File: config.mk
export PLATFORM = sky130hd
export DESIGN_NAME = hatt_gray
export DESIGN_NICKNAME = d
export VERILOG_FILES = /design/src/hatt_pkg.sv /design/src/hatt_gray.sv
export SDC_FILE = /design/constraint.sdc
export NUM_CORES = 1
export LEC_CHECK = 0
export BUFFER_PORTS_ARGS = -buffer_cell sky130_fd_sc_hd__buf_4
export CORE_UTILIZATION = 50
export DETAILED_ROUTE_END_ITERATION = 6
export MAX_ROUTING_LAYER = met4
export PLACE_DENSITY = 0.76
export SLEW_MARGIN = 20
export SYNTH_ARGS = -nofsm -noshare
export SYNTH_HDL_FRONTEND = slang
export SYNTH_SLANG_ARGS = --single-unit
File: constraint.sdc
create_clock -name clk -period 3.9 [get_ports clk]
set_clock_uncertainty 0.2 [all_clocks]
set_input_delay 0.195 -clock clk [delete_from_list [all_inputs] [get_ports clk]]
set_output_delay 0.195 -clock clk [all_outputs]
set_load 0.05 [all_outputs]
File: src/hatt_pkg.sv
// Shared types and constants for the Hilbert axes-to-transpose block.
// Holds field widths, configuration register indexes and the config struct.
// No dependencies.
package hatt_pkg;

    localparam int FIELD_AXES = 4;   // coordinate fields carried on the stream
    localparam int FIELD_W    = 32;  // width of one coordinate / index field
    localparam int CFG_IDX_W  = 1;
    localparam int CFG_DATA_W = 6;
    localparam int BPA_W      = 6;   // bits_per_axis register width
    localparam int AXES_W     = 3;   // num_axes register width

    localparam logic [CFG_IDX_W-1:0] REG_BITS_PER_AXIS = 1'b0;
    localparam logic [CFG_IDX_W-1:0] REG_NUM_AXES      = 1'b1;

    // Effective (clamped) configuration handed to every cell
    typedef struct packed {
        logic [BPA_W-1:0]  eff_bits;
        logic [AXES_W-1:0] eff_axes;
    } hatt_cfg_t;

endpackage

File: src/hatt_gray.sv
// Gray encode across the axes and the correction mask from the last axis.
// Two pipeline registers; depends on hatt_pkg for the configuration struct.
module hatt_gray #(
    parameter int LANES      = 4,
    parameter int COORD_BITS = 32
) (
    input  logic                            clk,
    input  logic                            rst_n,
    input  hatt_pkg::hatt_cfg_t             cfg,
    input  logic                            in_valid,
    output logic                            in_ready,
    input  logic [LANES-1:0][COORD_BITS-1:0] in_data,
    output logic                            out_valid,
    input  logic                            out_ready,
    output logic [LANES-1:0][COORD_BITS-1:0] out_data
);
    import hatt_pkg::*;

    logic                             a_valid_reg;
    logic                             a_valid_next;
    logic [LANES-1:0][COORD_BITS-1:0] a_data_reg;
    logic [LANES-1:0][COORD_BITS-1:0] a_data_next;
    logic                             b_valid_reg;
    logic                             b_valid_next;
    logic [LANES-1:0][COORD_BITS-1:0] b_data_reg;
    logic [LANES-1:0][COORD_BITS-1:0] b_data_next;
    logic                             b_ready;
    logic [LANES-1:0][COORD_BITS-1:0] gray;
    logic [LANES-1:0][COORD_BITS-1:0] fixed;

    // Running XOR over the axes in use
    always_comb
    begin
        gray = in_data;
        for (int i = 1; i < LANES; i++)
        begin
            if (i < int'(cfg.eff_axes))
            begin
                gray[i] = gray[i] ^ gray[i-1];
            end
        end
    end

    // Correction bit j is the parity of last-axis bits above j and below the bit count
    always_comb
    begin
        logic [COORD_BITS-1:0] last;
        logic [COORD_BITS-1:0] sel;
        logic [COORD_BITS-1:0] corr;
        last = '0;
        sel  = '0;
        corr = '0;
        for (int i = 0; i < LANES; i++)
        begin
            if (i == int'(cfg.eff_axes) - 1)
            begin
                last = a_data_reg[i];
            end
        end
        for (int j = 0; j < COORD_BITS; j++)
        begin
            for (int k = 0; k < COORD_BITS; k++)
            begin
                sel[k] = (k > j) && (k < int'(cfg.eff_bits));
            end
            corr[j] = ^(last & sel);
        end
        for (int i = 0; i < LANES; i++)
        begin
            fixed[i] = (i < int'(cfg.eff_axes)) ? (a_data_reg[i] ^ corr) : '0;
        end
    end

    assign b_ready  = !b_valid_reg || out_ready;
    assign in_ready = !a_valid_reg || b_ready;

    always_comb
    begin
        a_valid_next = a_valid_reg;
        a_data_next  = a_data_reg;
        b_valid_next = b_valid_reg;
        b_data_next  = b_data_reg;
        if (in_ready)
        begin
            a_valid_next = in_valid;
            if (in_valid)
            begin
                a_data_next = gray;
            end
        end
        if (b_ready)
        begin
            b_valid_next = a_valid_reg;
            if (a_valid_reg)
            begin
                b_data_next = fixed;
            end
        end
    end

    always_ff @(posedge clk or negedge rst_n)
    begin
        if (!rst_n)
        begin
            a_valid_reg <= 1'b0;
            b_valid_reg <= 1'b0;
        end
        else
        begin
            a_valid_reg <= a_valid_next;
            b_valid_reg <= b_valid_next;
        end
    end

    always_ff @(posedge clk)
    begin
        a_data_reg <= a_data_next;
        b_data_reg <= b_data_next;
    end

    assign out_valid = b_valid_reg;
    assign out_data  = b_data_reg;

endmodule
==> reports/metrics.yaml <==
ys_warn_count: 0
cp.arrival_ps: 3850
cts_num_sinks: 258
status: "completed"
setup_violations: 0
drtIter0Drc: 1053
insertion_delay_ps: 540
dr.pass1.iters: 5
multi_input_area_mm2: 0.00570
grt-ovfl-total: 0
synth_cell_types: 59
place_area_mm2: 0.0164
routed_wl_mm: 39.7
antenna_found_initial: 2
chipWidth_um: 167
die_h_um: 167
clockBufferDepth: 3
h-tree-depth: 1
p_leak_uw: 0.00761
hp-class: "in2reg"
ant_nets: 0
cts_buffers: 28
fin_crit_sh_pct: 93.9
hold_viol: 0
nFillCells: 1810
clkSlewWorstSetupHoldPaths_ps: 70
rows: 60
slew_headroom_pct: 42.4
clockRootBuffer: "clkbuf_16"
fmax_mhz: 273
syn_area_per_cell_um2: 12.3
nNetsFinal: 1714
drcViolationCount: 0
async_flop_share_pct: 0.775
synth_top_flop_cell: "edfxtp_1"
post_drt_wl_per_cell_um: 20.5
fin_util_pct: 71.1
rsz0062_at_grt: "no"
tightest_slew_ps: 859
endpoint_kind: "flop"
cp-start-kind: "flop"
p_per_area_mw_per_mm2: 739
first_global_vias: 10700
cts_tree: "done"
via_per_inst: 5.33
dp_worst_setup_slack_ps: 54.0
grt_pass1_wl_mm: 59.8
synth_seq_cells: 258
slew_viol_final: 0
io_buffers: 270
stdcell_count: 1938
synth_edf_count: 256
worst_slack_ps: 239
final_area_mm2: 0.0191
layout-drive-gt1-share_pct: 26.5
dieArea_mm2: 0.0280
grt_max_degree: 63
regArea_mm2: 0.00774
pin_count: 271
postCtsSetupRepairBufs: 0
hpwlAfterDp_mm: 26.3
area_growth_syn_to_layout_pct: 39.7
period_minus_slack_ps: 3660
peakVddDrop_uv: 422
crit_type: "reg2reg"
synth_fp_nets: 1252
ys_seq_area_share_pct: 56.6
grtUsageTotal_pct: 29.0
start_util_pct: 50.9
maxCapViolations: 0
crit_fanout: 5
cp.required_ps: 4090
synthesis.area_mm2: 0.0137
fp.coreArea_mm2: 0.0269
routabilityCongestion: 0.911
tns_ps: 0
syn_inst: 1111
vias: 10300
placed_cells: 1710
metrics by stage:
step                power, uW  hold slack (ps)
floorplan                9390             -301
global placement        11000             -222
global route            14700             42.0
finish                  14100             37.1
detailed placement      11100             -220
CTS                     14100             10.2
critical path, stage by stage, from the launching register on:
cell	delay, ps
edfxtp_1	370
mux2i_1	120
o221a_1	290
nor4_4	390
xnor3_2	470
xor2_4	210
xnor3_1	490
xnor3_2	360
xnor2_2	350
mux2i_1	250
report_power, final:
group / switching (uW) / internal, uW
sequential: 271 / 4050
clock: 1090 / 1680
combinational: 4060 / 2960
total: 5430 / 8700
synthesized netlist by cell type (13+ instances only):
cell type / number / share of area (%)
a21oi_1: 30 / 1.1
and2_1: 24 / 1.1
buf_2: 13 / 0.48
clkbuf_1: 42 / 1.2
edfxtp_1: 256 / 56
mux2_2: 15 / 1.2
mux2i_1: 29 / 2.1
nand2_1: 144 / 4.0
nor2_1: 117 / 3.2
nor3_1: 16 / 0.59
o21ai_0: 13 / 0.48
or2_2: 19 / 0.87
xnor2_1: 196 / 13
xnor3_1: 21 / 3.5
xor2_1: 58 / 3.7
cells by family after synthesis:
family	after synthesis	share of synthesized area, %
AND/OR/NAND/NOR	356	11.7
XOR/XNOR	286	21.3
AO/OA/AOI/OAI	101	5.01
multiplexers	44	3.36
buffers and inverters	66	2.04
flip-flops	258	56.6
metal layers:
metal | vias up | global-route usage (%) | wire length (um)
met5 | - | - | 0
met4 | 0 | 12.7 | 1660
met2 | 497 | 48.5 | 19700
met1 | 4972 | 34.9 | 15200
li1 | 4771 | - | -
met3 | 96 | 4.42 | 3040
cells in the final DEF, fill, tap and decap left out, types with 15 or more instances in the layout:
cell type	n
xor2_1	58
mux2_2	15
nor3_1	16
xnor3_1	21
mux2i_1	29
xnor2_1	196
nand2_1	143
or2_2	19
and2_1	22
clkbuf_16	29
buf_4	315
a21oi_1	29
dlygate4sd3_1	174
edfxtp_1	256
nor2_1	115
final cells by class:
class | count | share of cell area [%]
multi-input cells | 787 | 29.8
repair buffers | 497 | 22.3
clock inverters | 18 | 1.15
diodes | 3 | 0.0393
inverters | 1 | 0.0196
clock buffers | 33 | 3.88
well taps | 341 | 2.23
flip-flops and latches | 258 | 40.5
worst paths after layout:
kind                                          start                          end  slack (ps)  cells past startpoint
max                        a_data_reg[94]$_DFFE_PP_   out_data[72]$_SDFFCE_PP0P_         240                      9
min                                          cfg[2]  out_data[127]$_SDFFCE_PN0P_          40                      3
max reg2reg                a_data_reg[94]$_DFFE_PP_   out_data[72]$_SDFFCE_PP0P_         240                      9
min reg2reg                 a_valid_reg$_DFFE_PN0N_        out_valid$_DFFE_PN0P_         300                      1
max in group asynchronous                     rst_n      a_valid_reg$_DFFE_PN0N_        3030                      3
min in group asynchronous                     rst_n        out_valid$_DFFE_PN0P_         340                      3
repair_timing:
action / in CTS / in global routing
hold endpoints to repair: 132 / 0
hold buffers: 174 / 0
gates resized for setup: 0 / 0
No activity file was read; power rests on OpenSTA's default activity.
