File: src/hatt_pkg.sv
// Shared types and constants for the Hilbert axes-to-transpose block.
// Holds field widths, configuration register indexes and the config struct.
// No dependencies.
package hatt_pkg;

    localparam int FIELD_AXES = 4;   // coordinate fields carried on the stream
    localparam int FIELD_W    = 32;  // width of one coordinate / index field
    localparam int CFG_IDX_W  = 1;
    localparam int CFG_DATA_W = 6;
    localparam int BPA_W      = 6;   // bits_per_axis register width
    localparam int AXES_W     = 3;   // num_axes register width

    localparam logic [CFG_IDX_W-1:0] REG_BITS_PER_AXIS = 1'b0;
    localparam logic [CFG_IDX_W-1:0] REG_NUM_AXES      = 1'b1;

    // Effective (clamped) configuration handed to every cell
    typedef struct packed {
        logic [BPA_W-1:0]  eff_bits;
        logic [AXES_W-1:0] eff_axes;
    } hatt_cfg_t;

endpackage

File: src/hatt_cell.sv
// One bit-level cell of the inverse undo pass, with its own pipeline register.
// Depends on hatt_pkg for the configuration struct.
module hatt_cell #(
    parameter int LANES      = 4,
    parameter int COORD_BITS = 32,
    parameter int LEVEL      = 31
) (
    input  logic                            clk,
    input  logic                            rst_n,
    input  hatt_pkg::hatt_cfg_t             cfg,
    input  logic                            in_valid,
    output logic                            in_ready,
    input  logic [LANES-1:0][COORD_BITS-1:0] in_data,
    output logic                            out_valid,
    input  logic                            out_ready,
    output logic [LANES-1:0][COORD_BITS-1:0] out_data
);
    import hatt_pkg::*;

    localparam logic [COORD_BITS-1:0] LOW_MASK = COORD_BITS'((64'd1 << LEVEL) - 64'd1);

    logic                             valid_reg;
    logic                             valid_next;
    logic [LANES-1:0][COORD_BITS-1:0] data_reg;
    logic [LANES-1:0][COORD_BITS-1:0] data_next;
    logic [LANES-1:0][COORD_BITS-1:0] undo;

    // Walk the axes in order; axis 0 is updated along the way
    always_comb
    begin
        logic [COORD_BITS-1:0] t;
        undo = in_data;
        t    = '0;
        if (int'(cfg.eff_bits) > LEVEL)
        begin
            for (int i = 0; i < LANES; i++)
            begin
                if (i < int'(cfg.eff_axes))
                begin
                    if (undo[i][LEVEL])
                    begin
                        undo[0] = undo[0] ^ LOW_MASK;
                    end
                    else
                    begin
                        t       = (undo[0] ^ undo[i]) & LOW_MASK;
                        undo[0] = undo[0] ^ t;
                        undo[i] = undo[i] ^ t;
                    end
                end
            end
        end
    end

    assign in_ready = !valid_reg || out_ready;

    always_comb
    begin
        valid_next = valid_reg;
        data_next  = data_reg;
        if (in_ready)
        begin
            valid_next = in_valid;
            if (in_valid)
            begin
                data_next = undo;
            end
        end
    end

    always_ff @(posedge clk or negedge rst_n)
    begin
        if (!rst_n)
        begin
            valid_reg <= 1'b0;
        end
        else
        begin
            valid_reg <= valid_next;
        end
    end

    always_ff @(posedge clk)
    begin
        data_reg <= data_next;
    end

    assign out_valid = valid_reg;
    assign out_data  = data_reg;

endmodule

File: config.mk
export PLATFORM = sky130hd
export DESIGN_NAME = hatt_cell
export DESIGN_NICKNAME = d
export VERILOG_FILES = /design/src/hatt_pkg.sv /design/src/hatt_cell.sv
export SDC_FILE = /design/constraint.sdc
export NUM_CORES = 1
export LEC_CHECK = 0
export BUFFER_PORTS_ARGS = -buffer_cell sky130_fd_sc_hd__buf_2
export CORE_MARGIN = 10
export CORE_UTILIZATION = 48
export DETAILED_ROUTE_END_ITERATION = 10
export GPL_TIMING_DRIVEN = 0
export PLACE_DENSITY = 0.79
export REMOVE_ABC_BUFFERS = 1
export SYNTH_ARGS = -nofsm -noshare
export SYNTH_HDL_FRONTEND = slang
export SYNTH_SLANG_ARGS = --single-unit
File: constraint.sdc
create_clock -name clk -period 5.2 [get_ports clk]
set_clock_uncertainty 0.05 [all_clocks]
set_input_delay 1.04 -clock clk [delete_from_list [all_inputs] [get_ports clk]]
set_output_delay 1.04 -clock clk [all_outputs]
set_load 0.005 [all_outputs]
==> results.ini, run 1 <==
[sta]
hold_violations = 0
finalSetupViolations = 0
fin_crit_sh = 0.700
slew_headroom = 0.0922
rsz0062_at_grt = false
tightestPinTransition_ns = 1.36
fin_ws_ns = 1.56
maxSlewViolCount = 0
period_needed_ns = 3.64
clock.fmax_mhz = 275
setup_tns_ns = 0
whs_ns = 0.339

[synth]
synth-seq-cells = 129
synth.area.mux_share = 0.0419
synth-seq-area-share = 0.451
yosys_most_used_dff = edfxtp_1
syn_area_sq_um = 8580
synth_common_cells = edfxtp_1 (128), a21oi_1 (92), xor2_1 (61)
synth_xor_xnor_area_share = 0.0939
synth_cells = 813
synth_simple_gate_area_frac = 0.0899
syn_area_per_cell_sq_um = 10.5
yosys_warnings = 0
yosysTopAreaCell = edfxtp_1
synth_top_area_share = 0.448
synthArstFlopShare = 0.00775
synth_most_common_cell = edfxtp_1
yosysUniqueCellTypes = 44
synth_top_family_by_area = compound AO/OA/AOI/OAI gates
synth-compound-area-share = 0.273
synthTopCellsByArea = edfxtp_1 (45%), xor2_1 (6.2%), a21oi_1 (5.4%)
synth-edff-count = 128
synth_fa_ha_area_frac = 0

[pwr]
vdd_ir_drop_max_v = 0.000227
p_leak_nw = 4.31
power.density_nw_per_um2 = 294
totalPowerFinal_mw = 3.13

[setup_path]
slowest_delay_ns = 0.92
timing.critical_path.mode_cell = a21oi_1
path_class = primary input to flip-flop
cp_top_family = buffers and inverters
worstPathArrival_ns = 3.75
cp_max_fo = 36
path_buf_inv = 1
r2r_end = out_data[62]
crit_slowest_cell = buf_2
crit_cells = 6
crit_chain = buf_2, nand2_4, xor2_1, a21oi_1, a21oi_1, a21o_1
rr_worst_depth = 3
critPathLaunch = in_data[31]
r2r_start = out_valid
end_kind = flip-flop
critPathLaunchType = primary input
critPathRequiredTime_ns = 5.31
r2r_slack_ns = 3.15

[floorplanning]
die_y_um = 154
die_w_um = 154
fp-row-count = 48
start_util = 0.492
design.core.area_sq_um = 17400
pin_count = 271
die_area_sq_um = 23600

[final_layout]
drive_gt1_frac = 0.383
nFillCells = 1443
fin_nets = 1180
syn_to_final_growth_pct = 23.9
final-instance-count-excl-fill = 1279

[grt]
grt_start_max_net_pins = 69
grt_pass1_wl_um = 44400
grt-ovfl-total = 0
grt_pass1_vias = 7819
grt_use_total = 0.237
antenna_found_initial = 8

[clock_network]
cts_hold_buf = 0
cts.sink_count = 129
cts_buffers = 17
cts.root.buffer_cell = clkbuf_16
clockBufferDepth = 2
insertion_delay_ns = 0.41
path_clk_slew_ns = 0.06
cts_setup_buffers = 0
ctsResizeCount = 0
tritoncts = done
h-tree-depth = 4

[routing]
via_per_inst = 6.05
drc = 0
firstDrtPassIters = 5
wirelength_um = 29400
dr.first_iter.drc_count = 657
num_vias = 7741
post_drt_wl_per_cell_um = 23.0
antenna_left = 0

[place]
dp_slack_ns = 1.26
post-place-cells = 1245
dp_hpwl_um = 19100
gp_congestion = 0.818
portBuffers = 265

[min_path]
min-delay-path-class = primary input to asynchronous set/reset pin

[job]
cap_violations = 0

[status]
status = finished, final reports clean

-- placed cells by master (no fill, tap or decap), drive strengths merged, types with 20 or more instances in the layout --
cell type	count
nor2b	20
o22ai	31
buf	278
clkbuf	21
a31oi	31
nor2	34
xor2	61
a211oi	30
xnor2	31
nand2b	33
o21ai	64
a21o	30
edfxtp	128
nand2	35
a211o	30
a21oi	124
mux2	31
-- final cells by class --
cell class | instances | area [sq um] | share of cell area
Tap cell | 225 | 282 | 0.0265
Clock inverter | 9 | 116 | 0.0110
Antenna cell | 4 | 10.0 | 0.000942
Sequential cell | 129 | 3870 | 0.364
Inverter | 2 | 7.51 | 0.000707
Clock buffer | 21 | 440 | 0.0415
Timing Repair Buffer | 278 | 1580 | 0.149
Multi-Input combinational cell | 611 | 4320 | 0.406
-- where the power goes --
| part | internal [mW] | switching (mW) | total [mW] |
|---|---|---|---|
| sequential | 1.25 | 0.0211 | 1.27 |
| clock | 0.741 | 0.445 | 1.19 |
| combinational | 0.283 | 0.390 | 0.673 |
| total | 2.27 | 0.856 | 3.13 |
-- worst max-delay path by stage --
stage | slack [ns] | end
after floorplan | 0.50 | out_data[0]
after global placement | -0.99 | out_data[77]
after detailed placement | 1.26 | out_data[124]
after CTS | 1.70 | out_data[124]
after global routing | 1.49 | out_data[124]
final | 1.56 | out_data[124]
-- logic make-up after synthesis --
family | Yosys count
AOI/OAI and AO/OA | 344
DFF | 129
muxes | 32
and+or+nand+nor | 143
xor gates and xnor gates | 92
buffers and inverters | 73
-- metrics by stage --
stage | area [sq um] | utilization
4_1_cts | 10600 | 0.609
2_1_floorplan | 8150 | -
5_1_grt | 10600 | 0.610
6_report | 10600 | 0.610
3_3_place_gp | 9760 | 0.560
3_5_place_dp | 10100 | 0.577
-- flip-flops by register name, indices dropped and copies added (netlist names) --
| register | cells |
|---|---|
| out_data | 128 |
| out_valid | 1 |
-- per-layer routing --
layer / track usage / wire [um] / part of all wire / vias to the layer above
met1: 0.281 / 11300 / 0.38 / 3723
met4: 0.0922 / 739 / 0.025 / 8
li1: - / - / - / 3502
met5: 0 / 56 / 0.0019 / -
met2: 0.393 / 14400 / 0.49 / 431
met3: 0.0731 / 2870 / 0.098 / 77
Note: power is estimated with default switching activity, not from simulation.
==> inputs of run 2 (changes only) <==
--- a/config.mk
+++ b/config.mk
@@ -5,12 +5,13 @@
 export SDC_FILE = /design/constraint.sdc
 export NUM_CORES = 1
 export LEC_CHECK = 0
+export ABC_AREA = 1
 export BUFFER_PORTS_ARGS = -buffer_cell sky130_fd_sc_hd__buf_2
 export CORE_MARGIN = 10
 export CORE_UTILIZATION = 48
 export DETAILED_ROUTE_END_ITERATION = 10
 export GPL_TIMING_DRIVEN = 0
-export PLACE_DENSITY = 0.79
+export PLACE_DENSITY = 0.77
 export REMOVE_ABC_BUFFERS = 1
 export SYNTH_ARGS = -nofsm -noshare
 export SYNTH_HDL_FRONTEND = slang
==> constraint.sdc (replaced) <==
create_clock -name clk -period 3.7 [get_ports clk]
set_clock_uncertainty 0.05 [all_clocks]
set_input_delay 0.74 -clock clk [delete_from_list [all_inputs] [get_ports clk]]
set_output_delay 0.74 -clock clk [all_outputs]
set_load 0.005 [all_outputs]
==> run 2 against run 1 <==
Effect of this change: the flow now finishes with violations (setup timing); wire length up 30%; final cell count up 54%; flip-flop and latch count unchanged; first-iteration DRC count up 100%; combinational power up 72%; cell area up 15%; synthesized area up 18%; register-to-register slack worse by 1.4 ns.
==> results.ini, run 2 <==
[job]
cap_violations = 0  ; unchanged

[synth]
syn_area_sq_um = 10100  ; +18%
yosys_most_used_dff = edfxtp_1
synth-seq-cells = 129  ; unchanged
synth_top_area_share = 0.379  ; -0.0688
yosys_warnings = 0  ; unchanged
synth-edff-count = 128  ; unchanged
synthArstFlopShare = 0.00775  ; unchanged
synth_common_cells = nand2_1 (575), nand3_1 (273), edfxtp_1 (128)
synthTopCellsByArea = edfxtp_1 (38%), nand2_1 (21%), nand3_1 (13%)
synth_most_common_cell = nand2_1
yosysUniqueCellTypes = 28  ; -36%
synth-seq-area-share = 0.382  ; -0.0692
synth_cells = 1481  ; +82%
yosysTopAreaCell = edfxtp_1
syn_area_per_cell_sq_um = 6.84  ; -35%

[pwr]
p_leak_nw = 5.76  ; +34%
totalPowerFinal_mw = 4.64  ; +49%
power.density_nw_per_um2 = 379  ; +29%
vdd_ir_drop_max_v = 0.000305  ; +34%

[final_layout]
final_common_cell = nand2_1
final-instance-count-excl-fill = 1969  ; +54%
largest_reg_flops = 128  ; unchanged
fin_nets = 1821  ; +54%
drive_gt1_frac = 0.214  ; -0.168
syn_to_final_growth_pct = 20.8
layout_common_cells = nand2_1 (575), nand3_1 (273), buf_2 (265)

[grt]
antenna_found_initial = 3  ; -5
grt_start_max_net_pins = 57  ; -17%
grt_pass1_wl_um = 58200  ; +31%
grt_pass1_vias = 10977  ; +40%
grt-ovfl-total = 0  ; unchanged
grt_use_total = 0.272  ; +0.0350

[floorplanning]
die_w_um = 165  ; +7.6%
die_area_sq_um = 27300  ; +16%
die_y_um = 165  ; +7.6%
design.core.area_sq_um = 20900  ; +20%
fp-row-count = 53  ; +10%
pin_count = 271  ; unchanged
start_util = 0.485  ; -0.00740

[place]
gp_congestion = 0.892  ; +9.1%
portBuffers = 265  ; unchanged
post-place-cells = 1935  ; +55%
dp_hpwl_um = 23500  ; +23%

[sta]
fin_crit_sh = 1.03
period_needed_ns = 3.82
maxSlewViolCount = 0  ; unchanged
fin_ws_ns = -0.118  ; -1.68 ns
finalSetupViolations = 4  ; +4
clock.fmax_mhz = 262
hold_violations = 0  ; unchanged
slew_headroom = 0.211  ; +0.119
tightestPinTransition_ns = 1.18  ; -0.178 ns
rsz0062_at_grt = true

[routing]
dr.first_iter.drc_count = 1315  ; +100%
via_per_inst = 5.84  ; -3.5%
post_drt_wl_per_cell_um = 19.4  ; -16%
num_vias = 11503  ; +49%
antenna_left = 0  ; unchanged
wirelength_um = 38200  ; +30%
firstDrtPassIters = 6  ; +1
drc = 0  ; unchanged

[setup_path]
worstPathArrival_ns = 3.93  ; +0.18 ns
critPathLaunchType = primary input
end_kind = flip-flop
critPathRequiredTime_ns = 3.82  ; -1.49 ns
cp_max_fo = 33  ; -8.3%
path_class = primary input to flip-flop

[clock_network]
cts.sink_count = 129  ; unchanged
cts_setup_buffers = 0  ; unchanged
clockBufferDepth = 2  ; unchanged
h-tree-depth = 4  ; unchanged
cts.root.buffer_cell = clkbuf_16
tritoncts = done
cts_buffers = 17  ; unchanged
path_clk_slew_ns = 0.06  ; about the same
insertion_delay_ns = 0.42  ; about the same

[status]
failed_checks = setup timing
status = complete, but fails checks

[min_path]
min-delay-path-class = primary input to asynchronous set/reset pin

-- run 2: changes by cell type after synthesis, sizes merged, moves of 42 or more --
cell,before,now
nand4,0,42
nand2,35,577
inv,2,107
xor2,61,0
a21oi,124,64
nand3,0,299
-- run 2: path summary, 6_finish.rpt --
path                                    from  cells after the start       endpoint  slack [ns]
worst max-delay path             in_data[95]                      7   out_data[67]       -0.12
max in group asynchronous              rst_n                      1      out_valid        3.49
worst max register to register     out_valid                      3  out_data[116]        1.78
min in group clk                in_data[127]                      1  out_data[127]        0.48
worst min-delay path                   rst_n                      1      out_valid        0.03
worst min register to register     out_valid                      2      out_valid        0.53
-- run 2: worst max-delay path, cell delays in order --
cell,delay [ns]
buf_2,0.41
inv_2,0.89
nand2_1,0.39
nor2_4,0.88
inv_1,0.37
nand2_1,0.13
o21ai_0,0.09
-- run 2: layout make-up --
| cell class | count | area, sq um |
|---|---|---|
| fill | 1957 | 8640 |
| multi-input combinational | 1146 | 5400 |
| sequential | 129 | 3870 |
| timing repair buffer | 279 | 1640 |
| clock buffer | 18 | 429 |
| inverter | 107 | 403 |
| tap | 275 | 344 |
| clock inverter | 14 | 156 |
| antenna | 1 | 2.50 |
-- run 2: cell families (layout without fill, tap and decap cells) --
| logic type | count (synthesis) | in the layout | share of synthesized area |
|---|---|---|---|
| AND/OR/NAND/NOR | 957 | 958 | 0.421 |
| buffers and inverters | 207 | 418 | 0.0905 |
| AO/OA/AOI/OAI | 184 | 184 | 0.102 |
| flip-flops | 129 | 129 | 0.382 |
| multiplexers | 4 | 4 | 0.00445 |
| other | 0 | 1 | 0 |
-- run 2: metrics by stage --
step                hold WS (ns)  setup WS (ns)  instance area, sq um  TNS (ns)   util
floorplan                  0.394          -3.95                  9620   -599.02      -
global placement           0.450          -6.91                 11300  -1212.90  0.540
detailed placement         0.466         -0.602                 11600    -18.47  0.557
CTS                       0.0162         0.0369                 12200         0  0.586
global route             0.00653         -0.156                 12200    -0.493  0.586
finish                    0.0259         -0.118                 12200    -0.413  0.586
-- run 2: per-layer routing --
| layer | vias to the layer above | share of wire | GRT usage |
|---|---|---|---|
| li1 | 5422 | - | - |
| met1 | 5161 | 0.37 | 0.331 |
| met2 | 791 | 0.46 | 0.449 |
| met3 | 127 | 0.13 | 0.0759 |
| met4 | 2 | 0.030 | 0.101 |
| met5 | - | 0.00029 | 0 |
-- run 2: timing repair --
item	CTS	global route
gates resized for setup	2	2
setup endpoints to repair	20	12
hold buffers	0	0
pin swaps	1	0
cloned	1	0
-- run 2: report_power, final --
| part | internal [mW] | switching, mW | total (mW) |
|---|---|---|---|
| sequential | 1.74 | 0.0278 | 1.77 |
| clock | 1.00 | 0.717 | 1.72 |
| combinational | 0.397 | 0.760 | 1.16 |
